File: src/rtl/qapm_pkg.sv
// ----------------------------------------------------------------------------
// qapm_pkg
// Shared types and constants for the quadrotor PD attitude mixer.
// ----------------------------------------------------------------------------
package qapm_pkg;

	localparam int DATA_WIDTH_DEF = 16;

	localparam logic [15:0] THRUST_OFFSET = 16'd717;
	localparam logic [20:0] NOMINAL_BASE  = 21'd3300;
	localparam logic [25:0] NOMINAL_SCALE = 26'd40000000;
	localparam logic [12:0] MIN_BATTERY   = 13'd1000;
	localparam logic [15:0] AGE_MAX       = 16'hFFFF;
	localparam logic [15:0] MOTOR_MAX     = 16'hFFFF;

	typedef enum logic [2:0] {
		REG_ROLL_ANGLE  = 3'd0,
		REG_PITCH_ANGLE = 3'd1,
		REG_YAW_ANGLE   = 3'd2,
		REG_ROLL_RATE   = 3'd3,
		REG_PITCH_RATE  = 3'd4,
		REG_YAW_RATE    = 3'd5,
		REG_TIMEOUT     = 3'd6
	} reg_idx_t;

	typedef enum logic {
		OP_SETPOINT = 1'b0,
		OP_TICK     = 1'b1
	} opcode_t;

	typedef enum logic {
		MODE_SQRT = 1'b0,
		MODE_DIV  = 1'b1
	} unit_mode_t;

	typedef struct packed {
		logic       start;
		unit_mode_t mode;
	} unit_ctrl_t;

	typedef enum logic [1:0] {
		KIND_ROLL  = 2'd0,
		KIND_PITCH = 2'd1,
		KIND_YAW   = 2'd2
	} term_kind_t;

	typedef struct packed {
		logic       mul_en;
		logic       acc_term;
		logic       acc_init;
		term_kind_t kind;
		logic       rate;
	} mac_cmd_t;

	typedef enum logic [3:0] {
		S_IDLE,
		S_SQ_GO,
		S_SQ_WAIT,
		S_NOM_MUL,
		S_DIV_GO,
		S_DIV_WAIT,
		S_ACC_INIT,
		S_TERMS,
		S_DRAIN,
		S_OUT
	} state_t;

endpackage

File: src/rtl/quad_attitude_pd_mixer_unit.sv
// ----------------------------------------------------------------------------
// quad_attitude_pd_mixer_unit
// Plus-frame PD attitude controller and motor mixer for a quadrotor.
// ----------------------------------------------------------------------------
// Usage: setpoint items (opcode 0) on the input channel store the desired
// angles, rates and thrust and return nothing. Tick items (opcode 1) carry
// the measurements and return one result with four motor values and the
// stale flag. Gains and the timeout are written through wr_en, wr_index and
// wr_data; the user must write them only while the block is idle, as the
// block itself does not enforce this. A setpoint leaves the block idle. A
// tick runs the square root and then the division in the shared
// shift-subtract unit, then the multiplier and sequencer steps, before
// out_valid rises. The input is stalled for the whole tick, so the next
// item is taken only after the result has moved into the output register.
// Reset loads the default gains and timeout and clears the setpoint and age.
// A result waits in the output register while out_stall is high; a new
// tick may be accepted meanwhile but its result waits until that transfer.
// ----------------------------------------------------------------------------
module quad_attitude_pd_mixer_unit import qapm_pkg::*; #(
	parameter int DATA_WIDTH = DATA_WIDTH_DEF
) (
	input  logic                         clk,
	input  logic                         arst_n,
	input  logic                         in_valid,
	output logic                         in_stall,
	input  logic                         opcode,
	input  logic signed [DATA_WIDTH-1:0] roll,
	input  logic signed [DATA_WIDTH-1:0] pitch,
	input  logic signed [DATA_WIDTH-1:0] yaw,
	input  logic signed [DATA_WIDTH-1:0] rate_x,
	input  logic signed [DATA_WIDTH-1:0] rate_y,
	input  logic signed [DATA_WIDTH-1:0] rate_z,
	input  logic [15:0]                  thrust_cmd,
	input  logic [12:0]                  battery_mv,
	output logic                         out_valid,
	input  logic                         out_stall,
	output logic [15:0]                  motor_front,
	output logic [15:0]                  motor_right,
	output logic [15:0]                  motor_back,
	output logic [15:0]                  motor_left,
	output logic                         setpoint_stale,
	input  logic                         wr_en,
	input  logic [2:0]                   wr_index,
	input  logic [15:0]                  wr_data
);

	localparam int MB = (DATA_WIDTH + 1 > 17) ? DATA_WIDTH + 1 : 17;
	localparam int PW = 27 + MB;
	localparam int ACC_W = PW + 6;

	state_t state_q, state_n;
	logic [15:0] gain_q [6];
	logic [15:0] timeout_q, age_q, age_n, want_thrust_q, dthr;
	logic signed [DATA_WIDTH-1:0] want_q [6], meas_q [6], in_vec [6];
	logic [12:0] mv_q;
	logic        stale_q, stale_n, accept;
	logic [2:0]  idx_q;
	logic signed [DATA_WIDTH:0] err;
	logic [20:0] nominal;

	unit_ctrl_t  uctrl;
	logic [31:0] unum, ures;
	logic        udone;
	mac_cmd_t    mcmd;
	logic [25:0] mul_a;
	logic signed [MB-1:0] mul_b;
	logic signed [ACC_W-1:0] init_val, acc [4];
	logic signed [PW-1:0] prod;
	logic [15:0] motor [4];
	logic        out_valid_q, load_out;
	logic [15:0] motor_q [4];
	logic        out_stale_q;

	assign in_vec = '{roll, pitch, yaw, rate_x, rate_y, rate_z};
	assign accept = in_valid && !in_stall;
	assign in_stall = (state_q != S_IDLE);

	assign age_n   = (age_q == AGE_MAX) ? age_q : age_q + 16'd1;
	assign stale_n = (age_n > timeout_q);

	always_ff @(posedge clk or negedge arst_n) begin
		if (!arst_n) begin
			gain_q[REG_ROLL_ANGLE]  <= 16'd3208;
			gain_q[REG_PITCH_ANGLE] <= 16'd3208;
			gain_q[REG_YAW_ANGLE]   <= 16'd3208;
			gain_q[REG_ROLL_RATE]   <= 16'd64171;
			gain_q[REG_PITCH_RATE]  <= 16'd64171;
			gain_q[REG_YAW_RATE]    <= 16'd45837;
			timeout_q     <= 16'd500;
			want_q        <= '{default: '0};
			want_thrust_q <= '0;
			age_q         <= '0;
			stale_q       <= 1'b0;
		end else begin
			if (wr_en) begin
				case (wr_index)
					REG_ROLL_ANGLE, REG_PITCH_ANGLE, REG_YAW_ANGLE,
					REG_ROLL_RATE, REG_PITCH_RATE, REG_YAW_RATE: begin
						gain_q[wr_index] <= wr_data;
					end
					REG_TIMEOUT: timeout_q <= wr_data;
					default: begin
					end
				endcase
			end
			if (accept && opcode == OP_SETPOINT) begin
				want_q        <= in_vec;
				want_thrust_q <= thrust_cmd;
				age_q         <= '0;
			end else if (accept) begin
				age_q   <= age_n;
				stale_q <= stale_n;
				if (stale_n) begin
					want_q        <= '{default: '0};
					want_thrust_q <= '0;
				end
			end
		end
	end

	always_ff @(posedge clk) begin
		if (accept && opcode == OP_TICK) begin
			meas_q <= in_vec;
			mv_q   <= (battery_mv < MIN_BATTERY) ? MIN_BATTERY : battery_mv;
		end
	end

	always_ff @(posedge clk or negedge arst_n) begin
		if (!arst_n) begin
			state_q <= S_IDLE;
			idx_q   <= '0;
		end else begin
			state_q <= state_n;
			if (state_q == S_ACC_INIT) begin
				idx_q <= '0;
			end else if (state_q == S_TERMS) begin
				idx_q <= idx_q + 3'd1;
			end
		end
	end

	assign dthr    = (want_thrust_q > THRUST_OFFSET) ? want_thrust_q - THRUST_OFFSET : '0;
	assign err     = (DATA_WIDTH+1)'(meas_q[idx_q]) - (DATA_WIDTH+1)'(want_q[idx_q]);
	assign nominal = {1'b0, ures[19:0]} + NOMINAL_BASE;
	assign init_val = ACC_W'({nominal, 16'h0000});
	assign load_out = (state_q == S_OUT) && (!out_valid_q || !out_stall);

	always_comb begin
		state_n    = state_q;
		uctrl      = '{start: 1'b0, mode: MODE_SQRT};
		unum       = {dthr, 16'h0000};
		mcmd       = '{mul_en: 1'b0, acc_term: 1'b0, acc_init: 1'b0,
			kind: KIND_ROLL, rate: 1'b0};
		mul_a      = NOMINAL_SCALE;
		mul_b      = MB'($signed({1'b0, ures[15:0]}));
		case (state_q)
			S_IDLE: begin
				if (accept && opcode == OP_TICK) begin
					state_n = S_SQ_GO;
				end
			end
			S_SQ_GO: begin
				uctrl.start = 1'b1;
				state_n     = S_SQ_WAIT;
			end
			S_SQ_WAIT: begin
				if (udone) begin
					state_n = S_NOM_MUL;
				end
			end
			S_NOM_MUL: begin
				mcmd.mul_en = 1'b1;
				state_n     = S_DIV_GO;
			end
			S_DIV_GO: begin
				// Dividing by 4096*mV equals dropping 12 bits, then dividing by mV.
				uctrl = '{start: 1'b1, mode: MODE_DIV};
				unum  = {2'b00, prod[41:12]};
				state_n = S_DIV_WAIT;
			end
			S_DIV_WAIT: begin
				if (udone) begin
					state_n = S_ACC_INIT;
				end
			end
			S_ACC_INIT: begin
				mcmd.acc_init = 1'b1;
				state_n       = S_TERMS;
			end
			S_TERMS: begin
				mcmd.mul_en   = 1'b1;
				mcmd.acc_term = 1'b1;
				mcmd.rate     = (idx_q >= 3'd3);
				case (idx_q)
					3'd0, 3'd3: mcmd.kind = KIND_ROLL;
					3'd1, 3'd4: mcmd.kind = KIND_PITCH;
					default:    mcmd.kind = KIND_YAW;
				endcase
				mul_a = {10'd0, gain_q[idx_q]};
				mul_b = MB'(err);
				if (idx_q == 3'd5) begin
					state_n = S_DRAIN;
				end
			end
			S_DRAIN: begin
				state_n = S_OUT;
			end
			S_OUT: begin
				if (load_out) begin
					state_n = S_IDLE;
				end
			end
			default: state_n = S_IDLE;
		endcase
	end

	qapm_shsub u_shsub (
		.clk    (clk),
		.arst_n (arst_n),
		.ctrl   (uctrl),
		.num    (unum),
		.den    (mv_q),
		.done   (udone),
		.result (ures)
	);

	qapm_mac #(.DATA_WIDTH(DATA_WIDTH)) u_mac (
		.clk      (clk),
		.arst_n   (arst_n),
		.cmd      (mcmd),
		.mul_a    (mul_a),
		.mul_b    (mul_b),
		.init_val (init_val),
		.prod     (prod),
		.acc      (acc)
	);

	always_comb begin
		for (int i = 0; i < 4; i++) begin
			if (acc[i][ACC_W-1]) begin
				motor[i] = '0;
			end else if (|acc[i][ACC_W-2:32]) begin
				motor[i] = MOTOR_MAX;
			end else begin
				motor[i] = acc[i][31:16];
			end
		end
	end

	always_ff @(posedge clk or negedge arst_n) begin
		if (!arst_n) begin
			out_valid_q <= 1'b0;
		end else if (load_out) begin
			out_valid_q <= 1'b1;
		end else if (!out_stall) begin
			out_valid_q <= 1'b0;
		end
	end

	always_ff @(posedge clk) begin
		if (load_out) begin
			motor_q     <= motor;
			out_stale_q <= stale_q;
		end
	end

	assign out_valid      = out_valid_q;
	assign motor_front    = motor_q[0];
	assign motor_right    = motor_q[1];
	assign motor_back     = motor_q[2];
	assign motor_left     = motor_q[3];
	assign setpoint_stale = out_stale_q;

	a_setpoint_clears_age: assert property (@(posedge clk) disable iff (!arst_n)
		accept && opcode == OP_SETPOINT |=> age_q == '0)
		else $error("setpoint transfer did not clear the age");

	a_result_from_out: assert property (@(posedge clk) disable iff (!arst_n)
		$rose(out_valid_q) |-> $past(state_q == S_OUT))
		else $error("result appeared outside the output step");

	a_stale_zeroes_thrust: assert property (@(posedge clk) disable iff (!arst_n)
		state_q == S_OUT |-> (!stale_q || want_thrust_q == '0))
		else $error("stale tick with nonzero thrust setpoint");

	a_unit_start_idle: assert property (@(posedge clk) disable iff (!arst_n)
		uctrl.start |-> (state_q == S_SQ_GO || state_q == S_DIV_GO))
		else $error("shared unit started outside a start step");

endmodule

File: src/rtl/qapm_shsub.sv
// ----------------------------------------------------------------------------
// qapm_shsub
// Shared shift-compare-subtract unit: integer square root, two bits per
// cycle, or restoring division, one bit per cycle.
// ----------------------------------------------------------------------------
module qapm_shsub import qapm_pkg::*; (
	input  logic        clk,
	input  logic        arst_n,
	input  unit_ctrl_t  ctrl,
	input  logic [31:0] num,
	input  logic [12:0] den,
	output logic        done,
	output logic [31:0] result
);

	logic        busy_q, done_q;
	unit_mode_t  mode_q;
	logic [4:0]  cnt_q;
	logic [31:0] opnd_q, quo_q;
	logic [18:0] rem_q;
	logic [12:0] den_q;
	logic [18:0] cand, trial, diff;
	logic        ge;

	always_comb begin
		if (mode_q == MODE_SQRT) begin
			cand  = {rem_q[16:0], opnd_q[31:30]};
			trial = {1'b0, quo_q[15:0], 2'b01};
		end else begin
			cand  = {rem_q[17:0], opnd_q[31]};
			trial = {6'd0, den_q};
		end
		ge   = (cand >= trial);
		diff = cand - trial;
	end

	always_ff @(posedge clk or negedge arst_n) begin
		if (!arst_n) begin
			busy_q <= 1'b0;
			done_q <= 1'b0;
			cnt_q  <= '0;
		end else begin
			done_q <= 1'b0;
			if (ctrl.start) begin
				busy_q <= 1'b1;
				cnt_q  <= (ctrl.mode == MODE_SQRT) ? 5'd15 : 5'd31;
			end else if (busy_q) begin
				cnt_q <= cnt_q - 5'd1;
				if (cnt_q == 5'd0) begin
					busy_q <= 1'b0;
					done_q <= 1'b1;
				end
			end
		end
	end

	always_ff @(posedge clk) begin
		if (ctrl.start) begin
			mode_q <= ctrl.mode;
			opnd_q <= num;
			den_q  <= den;
			rem_q  <= '0;
			quo_q  <= '0;
		end else if (busy_q) begin
			rem_q  <= ge ? diff : cand;
			quo_q  <= {quo_q[30:0], ge};
			opnd_q <= (mode_q == MODE_SQRT) ? {opnd_q[29:0], 2'b00} : {opnd_q[30:0], 1'b0};
		end
	end

	assign done   = done_q;
	assign result = quo_q;

endmodule

File: src/rtl/qapm_mac.sv
// ----------------------------------------------------------------------------
// qapm_mac
// Shared multiplier with a product register and four motor accumulators.
// ----------------------------------------------------------------------------
module qapm_mac import qapm_pkg::*; #(
	parameter int DATA_WIDTH = DATA_WIDTH_DEF,
	localparam int MB = (DATA_WIDTH + 1 > 17) ? DATA_WIDTH + 1 : 17,
	localparam int PW = 27 + MB,
	localparam int ACC_W = PW + 6
) (
	input  logic                    clk,
	input  logic                    arst_n,
	input  mac_cmd_t                cmd,
	input  logic [25:0]             mul_a,
	input  logic signed [MB-1:0]    mul_b,
	input  logic signed [ACC_W-1:0] init_val,
	output logic signed [PW-1:0]    prod,
	output logic signed [ACC_W-1:0] acc [4]
);

	logic signed [PW-1:0]    prod_s1;
	logic                    vld_s1, rate_s1;
	term_kind_t              kind_s1;
	logic signed [ACC_W-1:0] term, acc_q [4];

	always_comb begin
		term = ACC_W'(prod_s1);
		if (rate_s1) begin
			term = term <<< 2;
		end
	end

	always_ff @(posedge clk or negedge arst_n) begin
		if (!arst_n) begin
			vld_s1 <= 1'b0;
		end else begin
			vld_s1 <= cmd.mul_en && cmd.acc_term;
		end
	end

	always_ff @(posedge clk) begin
		if (cmd.mul_en) begin
			prod_s1 <= PW'($signed({1'b0, mul_a}) * mul_b);
			kind_s1 <= cmd.kind;
			rate_s1 <= cmd.rate;
		end
		if (cmd.acc_init) begin
			for (int i = 0; i < 4; i++) begin
				acc_q[i] <= init_val;
			end
		end else if (vld_s1) begin
			// Plus frame: front and back take pitch, right and left take roll.
			case (kind_s1)
				KIND_ROLL: begin
					acc_q[1] <= acc_q[1] + term;
					acc_q[3] <= acc_q[3] - term;
				end
				KIND_PITCH: begin
					acc_q[0] <= acc_q[0] + term;
					acc_q[2] <= acc_q[2] - term;
				end
				KIND_YAW: begin
					acc_q[0] <= acc_q[0] + term;
					acc_q[1] <= acc_q[1] - term;
					acc_q[2] <= acc_q[2] + term;
					acc_q[3] <= acc_q[3] - term;
				end
				default: begin
				end
			endcase
		end
	end

	assign prod = prod_s1;
	assign acc  = acc_q;

endmodule
File: config.mk
export PLATFORM = sky130hd
export DESIGN_NAME = quad_attitude_pd_mixer_unit
export DESIGN_NICKNAME = d
export VERILOG_FILES = /design/src/rtl/qapm_pkg.sv /design/src/rtl/quad_attitude_pd_mixer_unit.sv /design/src/rtl/qapm_shsub.sv /design/src/rtl/qapm_mac.sv
export SDC_FILE = /design/constraint.sdc
export NUM_CORES = 2
export LEC_CHECK = 0
export BUFFER_PORTS_ARGS = -buffer_cell sky130_fd_sc_hd__buf_2
export CORE_MARGIN = 1
export CORE_UTILIZATION = 60
export CTS_CLUSTER_DIAMETER = 100
export DETAILED_ROUTE_END_ITERATION = 6
export GPL_TIMING_DRIVEN = 0
export PLACE_DENSITY = 0.84
export SYNTH_ARGS = -nofsm -noshare
export SYNTH_HDL_FRONTEND = slang
export SYNTH_SLANG_ARGS = --single-unit
File: constraint.sdc
create_clock -name clk -period 27.8 [get_ports clk]
set_input_delay 5.56 -clock clk [delete_from_list [all_inputs] [get_ports clk]]
set_output_delay 5.56 -clock clk [all_outputs]
set_load 0.05 [all_outputs]
==> run metrics <==
status finished, violations left; failing checks capacitance limit, slew limit; slew of the pin with the lowest slew margin 1525 ps; Final setup viols 0; dominant cell type by area after synthesis edfxtp_1; area share of the largest cell type after synthesis 18.49%; # hold bufs at CTS 0; number of synthesized flops with an enable pin 351; CP Class flip-flop to flip-flop; final worst path period need 13,920 ps; Die Footprint ~96,000 um^2; crit-path max cell delay 760 ps; Synth Flop Type edfxtp_1; most used cell, CP fa_1; DIE HEIGHT about 310 um; Crit path required time 28,200 ps; initial antenna violation count 2; max-cap violation count 2; vias in the first global route 46,950; CTS buffer count 85; Synth Cell Area 57,000 um^2; Crit-path slowest cell buf_1; post-synth cell types 87; Worst Path Max Fanout 10; total of fill cells in the finished design 7,161; initial core utilization 60.80%; syn avg cell area approximately 10 um^2; Sum Neg Setup Slack 0 ps; num rows 112; top cells by area, synth edfxtp_1 18%, ha_1 9.5%, fa_1 9.3%; first-pass GRT wire length 267.6 mm; I/O Buffers approximately 210; Hold Crit Class flip-flop to flip-flop; antenna viol nets, final 0; overall routing resource usage 36.56%; sequential share of the synthesized area 35.29%; clk_lat worst skew 700 ps; Placeable Area around 94,000 um^2; TritonRoute pass-1 iters 6; Root Driver clkbuf_16; Synth warnings 0; # H-tree levels 3; share of layout cells above drive strength 1 10.65%; RSZ-0062 raised after global routing no; DRT iter0 DRCs 4,598; CP endpoint kind flip-flop; Post-synth ARST share 33.73%; Avg WL per Cell 23.38 um; synth cell count leaders 577 x inv_1, 510 x nand2_1, 434 x ha_1; clock-pin slew on the worst setup and hold paths 70 ps; Synth-to-Final Area Change 10.23%; Startpoint Class flip-flop; I/O Pins about 220; die width 310.2 um; syn_nets 6,699; nets 7,008; Worst Path Arrival 14,320 ps; post-CTS setup buffer count 0; final wirelength between 150 and 200 mm; overflow left after global routing 0; vias 47,010; CTS max path bufs 3; CTS tree built; relative slew slack -2.057%; maximum clock rate 0.07182 GHz; DP HPWL roughly 140 mm; via-per-instance ratio roughly 6.3; TritonCTS Sinks 762; Synth Register Bits 762; diode count 0; Resized cells post-CTS 0; count leader, synth inv_1; clk_skew 38.51 ps; Cells after Synth 5,849; DRC errors left 0; Final Max Tran Viols 12; crit share post-route roughly half; final hold viol count 0; largest net degree at the start of global routing 108; GP Congestion 1.053
==> metrics by stage <==
step	hold WS (ps)	setup WS (ps)	area, um^2	utilization, %	std cells
2_1_floorplan	400.3	17350	57000	-	5849
3_3_place_gp	404.2	14370	59640	63.61	7317
3_5_place_dp	410.2	14270	59870	63.86	7325
4_1_cts	426.3	14310	62830	67.02	7482
5_1_grt	432.4	13550	62830	67.02	7482
6_report	425.2	13880	62830	67.02	7482
==> area by class of cell <==
cell class	count	area [um^2]	area share [%]
Buffer	252	964.7	1.535
Clock buffer	113	2427	3.863
Clock inverter	44	530.5	0.8444
Inverter	579	2173	3.459
Multi-Input combinational cell	4256	33790	53.78
Sequential cell	762	20110	32.01
Tap cell	1254	1569	2.497
Timing Repair Buffer	222	1259	2.003
==> path summary, 6_finish.rpt <==
path	slack (ps)	to	startpoint	cells after the start
max reg2reg	13880	u_mac.prod[43]	idx_q[0]	41
min	430	u_shsub.den_q[8]	mv_q[8]	0
max	13880	u_mac.prod[43]	idx_q[0]	41
max in group asynchronous	21630	timeout_q[2]	arst_n	3
min reg2reg	430	u_shsub.den_q[8]	mv_q[8]	0
min in group asynchronous	4830	want_q[56]	arst_n	1
==> cell usage in the layout, fill, tap and decap left out, types with 154 or more instances in the layout <==
| cell type | Yosys | routed |
|---|---|---|
| dfxtp_1 | 154 | 154 |
| a21oi_1 | 418 | 417 |
| nand2_1 | 510 | 510 |
| fa_1 | 266 | 266 |
| ha_1 | 434 | 434 |
| o21ai_0 | 286 | 286 |
| edfxtp_1 | 351 | 351 |
| dfrtp_1 | 209 | 209 |
| buf_2 | 11 | 225 |
| mux2i_1 | 163 | 163 |
| inv_1 | 577 | 577 |
| xnor2_1 | 198 | 198 |
| nor2_1 | 411 | 409 |
| a21o_1 | 184 | 184 |
| clkbuf_1 | 209 | 222 |
==> cells by family after synthesis <==
kind of cell / after synthesis / synth area share, %
adders and majority gates: 700 / 18.87
DFF: 762 / 35.29
muxes: 347 / 7.446
other: 2 / 0.01318
buffers and inverters: 831 / 5.503
xor gates and xnor gates: 317 / 4.871
AOI/OAI and AO/OA: 1415 / 15.95
and+or+nand+nor: 1475 / 12.06
==> worst max-delay path, delay by kind of cell, from the launching register on <==
family / cells / cell delay, ps
fa+ha+maj: 9 / 3830
buf+inv: 10 / 3600
compound gates: 14 / 3420
simple gates: 5 / 950
xor+xnor: 2 / 940
flops: 1 / 660
mux: 1 / 180
==> metal layers <==
metal / part of all wire [%] / global-route usage [%] / up-vias
met5: 0.015 / 0 / -
met1: 38 / 44.84 / 22780
met2: 47 / 59.96 / 2435
li1: - / - / 21260
met4: 7.1 / 23.53 / 4
met3: 8.5 / 6.082 / 533
==> registers in the layout, indices dropped and copies added (netlist names), 16 cells and up <==
| register | cells |
|---|---|
| meas_q | 96 |
| u_shsub.opnd_q | 32 |
| gain_q | 96 |
| want_thrust_q | 16 |
| motor_front | 16 |
| motor_left | 16 |
| timeout_q | 16 |
| motor_back | 16 |
| age_q | 16 |
| u_mac.acc | 200 |
| u_mac.prod | 44 |
| want_q | 96 |
| u_shsub.rem_q | 18 |
| u_shsub.result | 20 |
| motor_right | 16 |
Power is left out: the tool's default activity adds up to more than one toggle a clock period on the data nets, which glitch-free logic cannot reach.
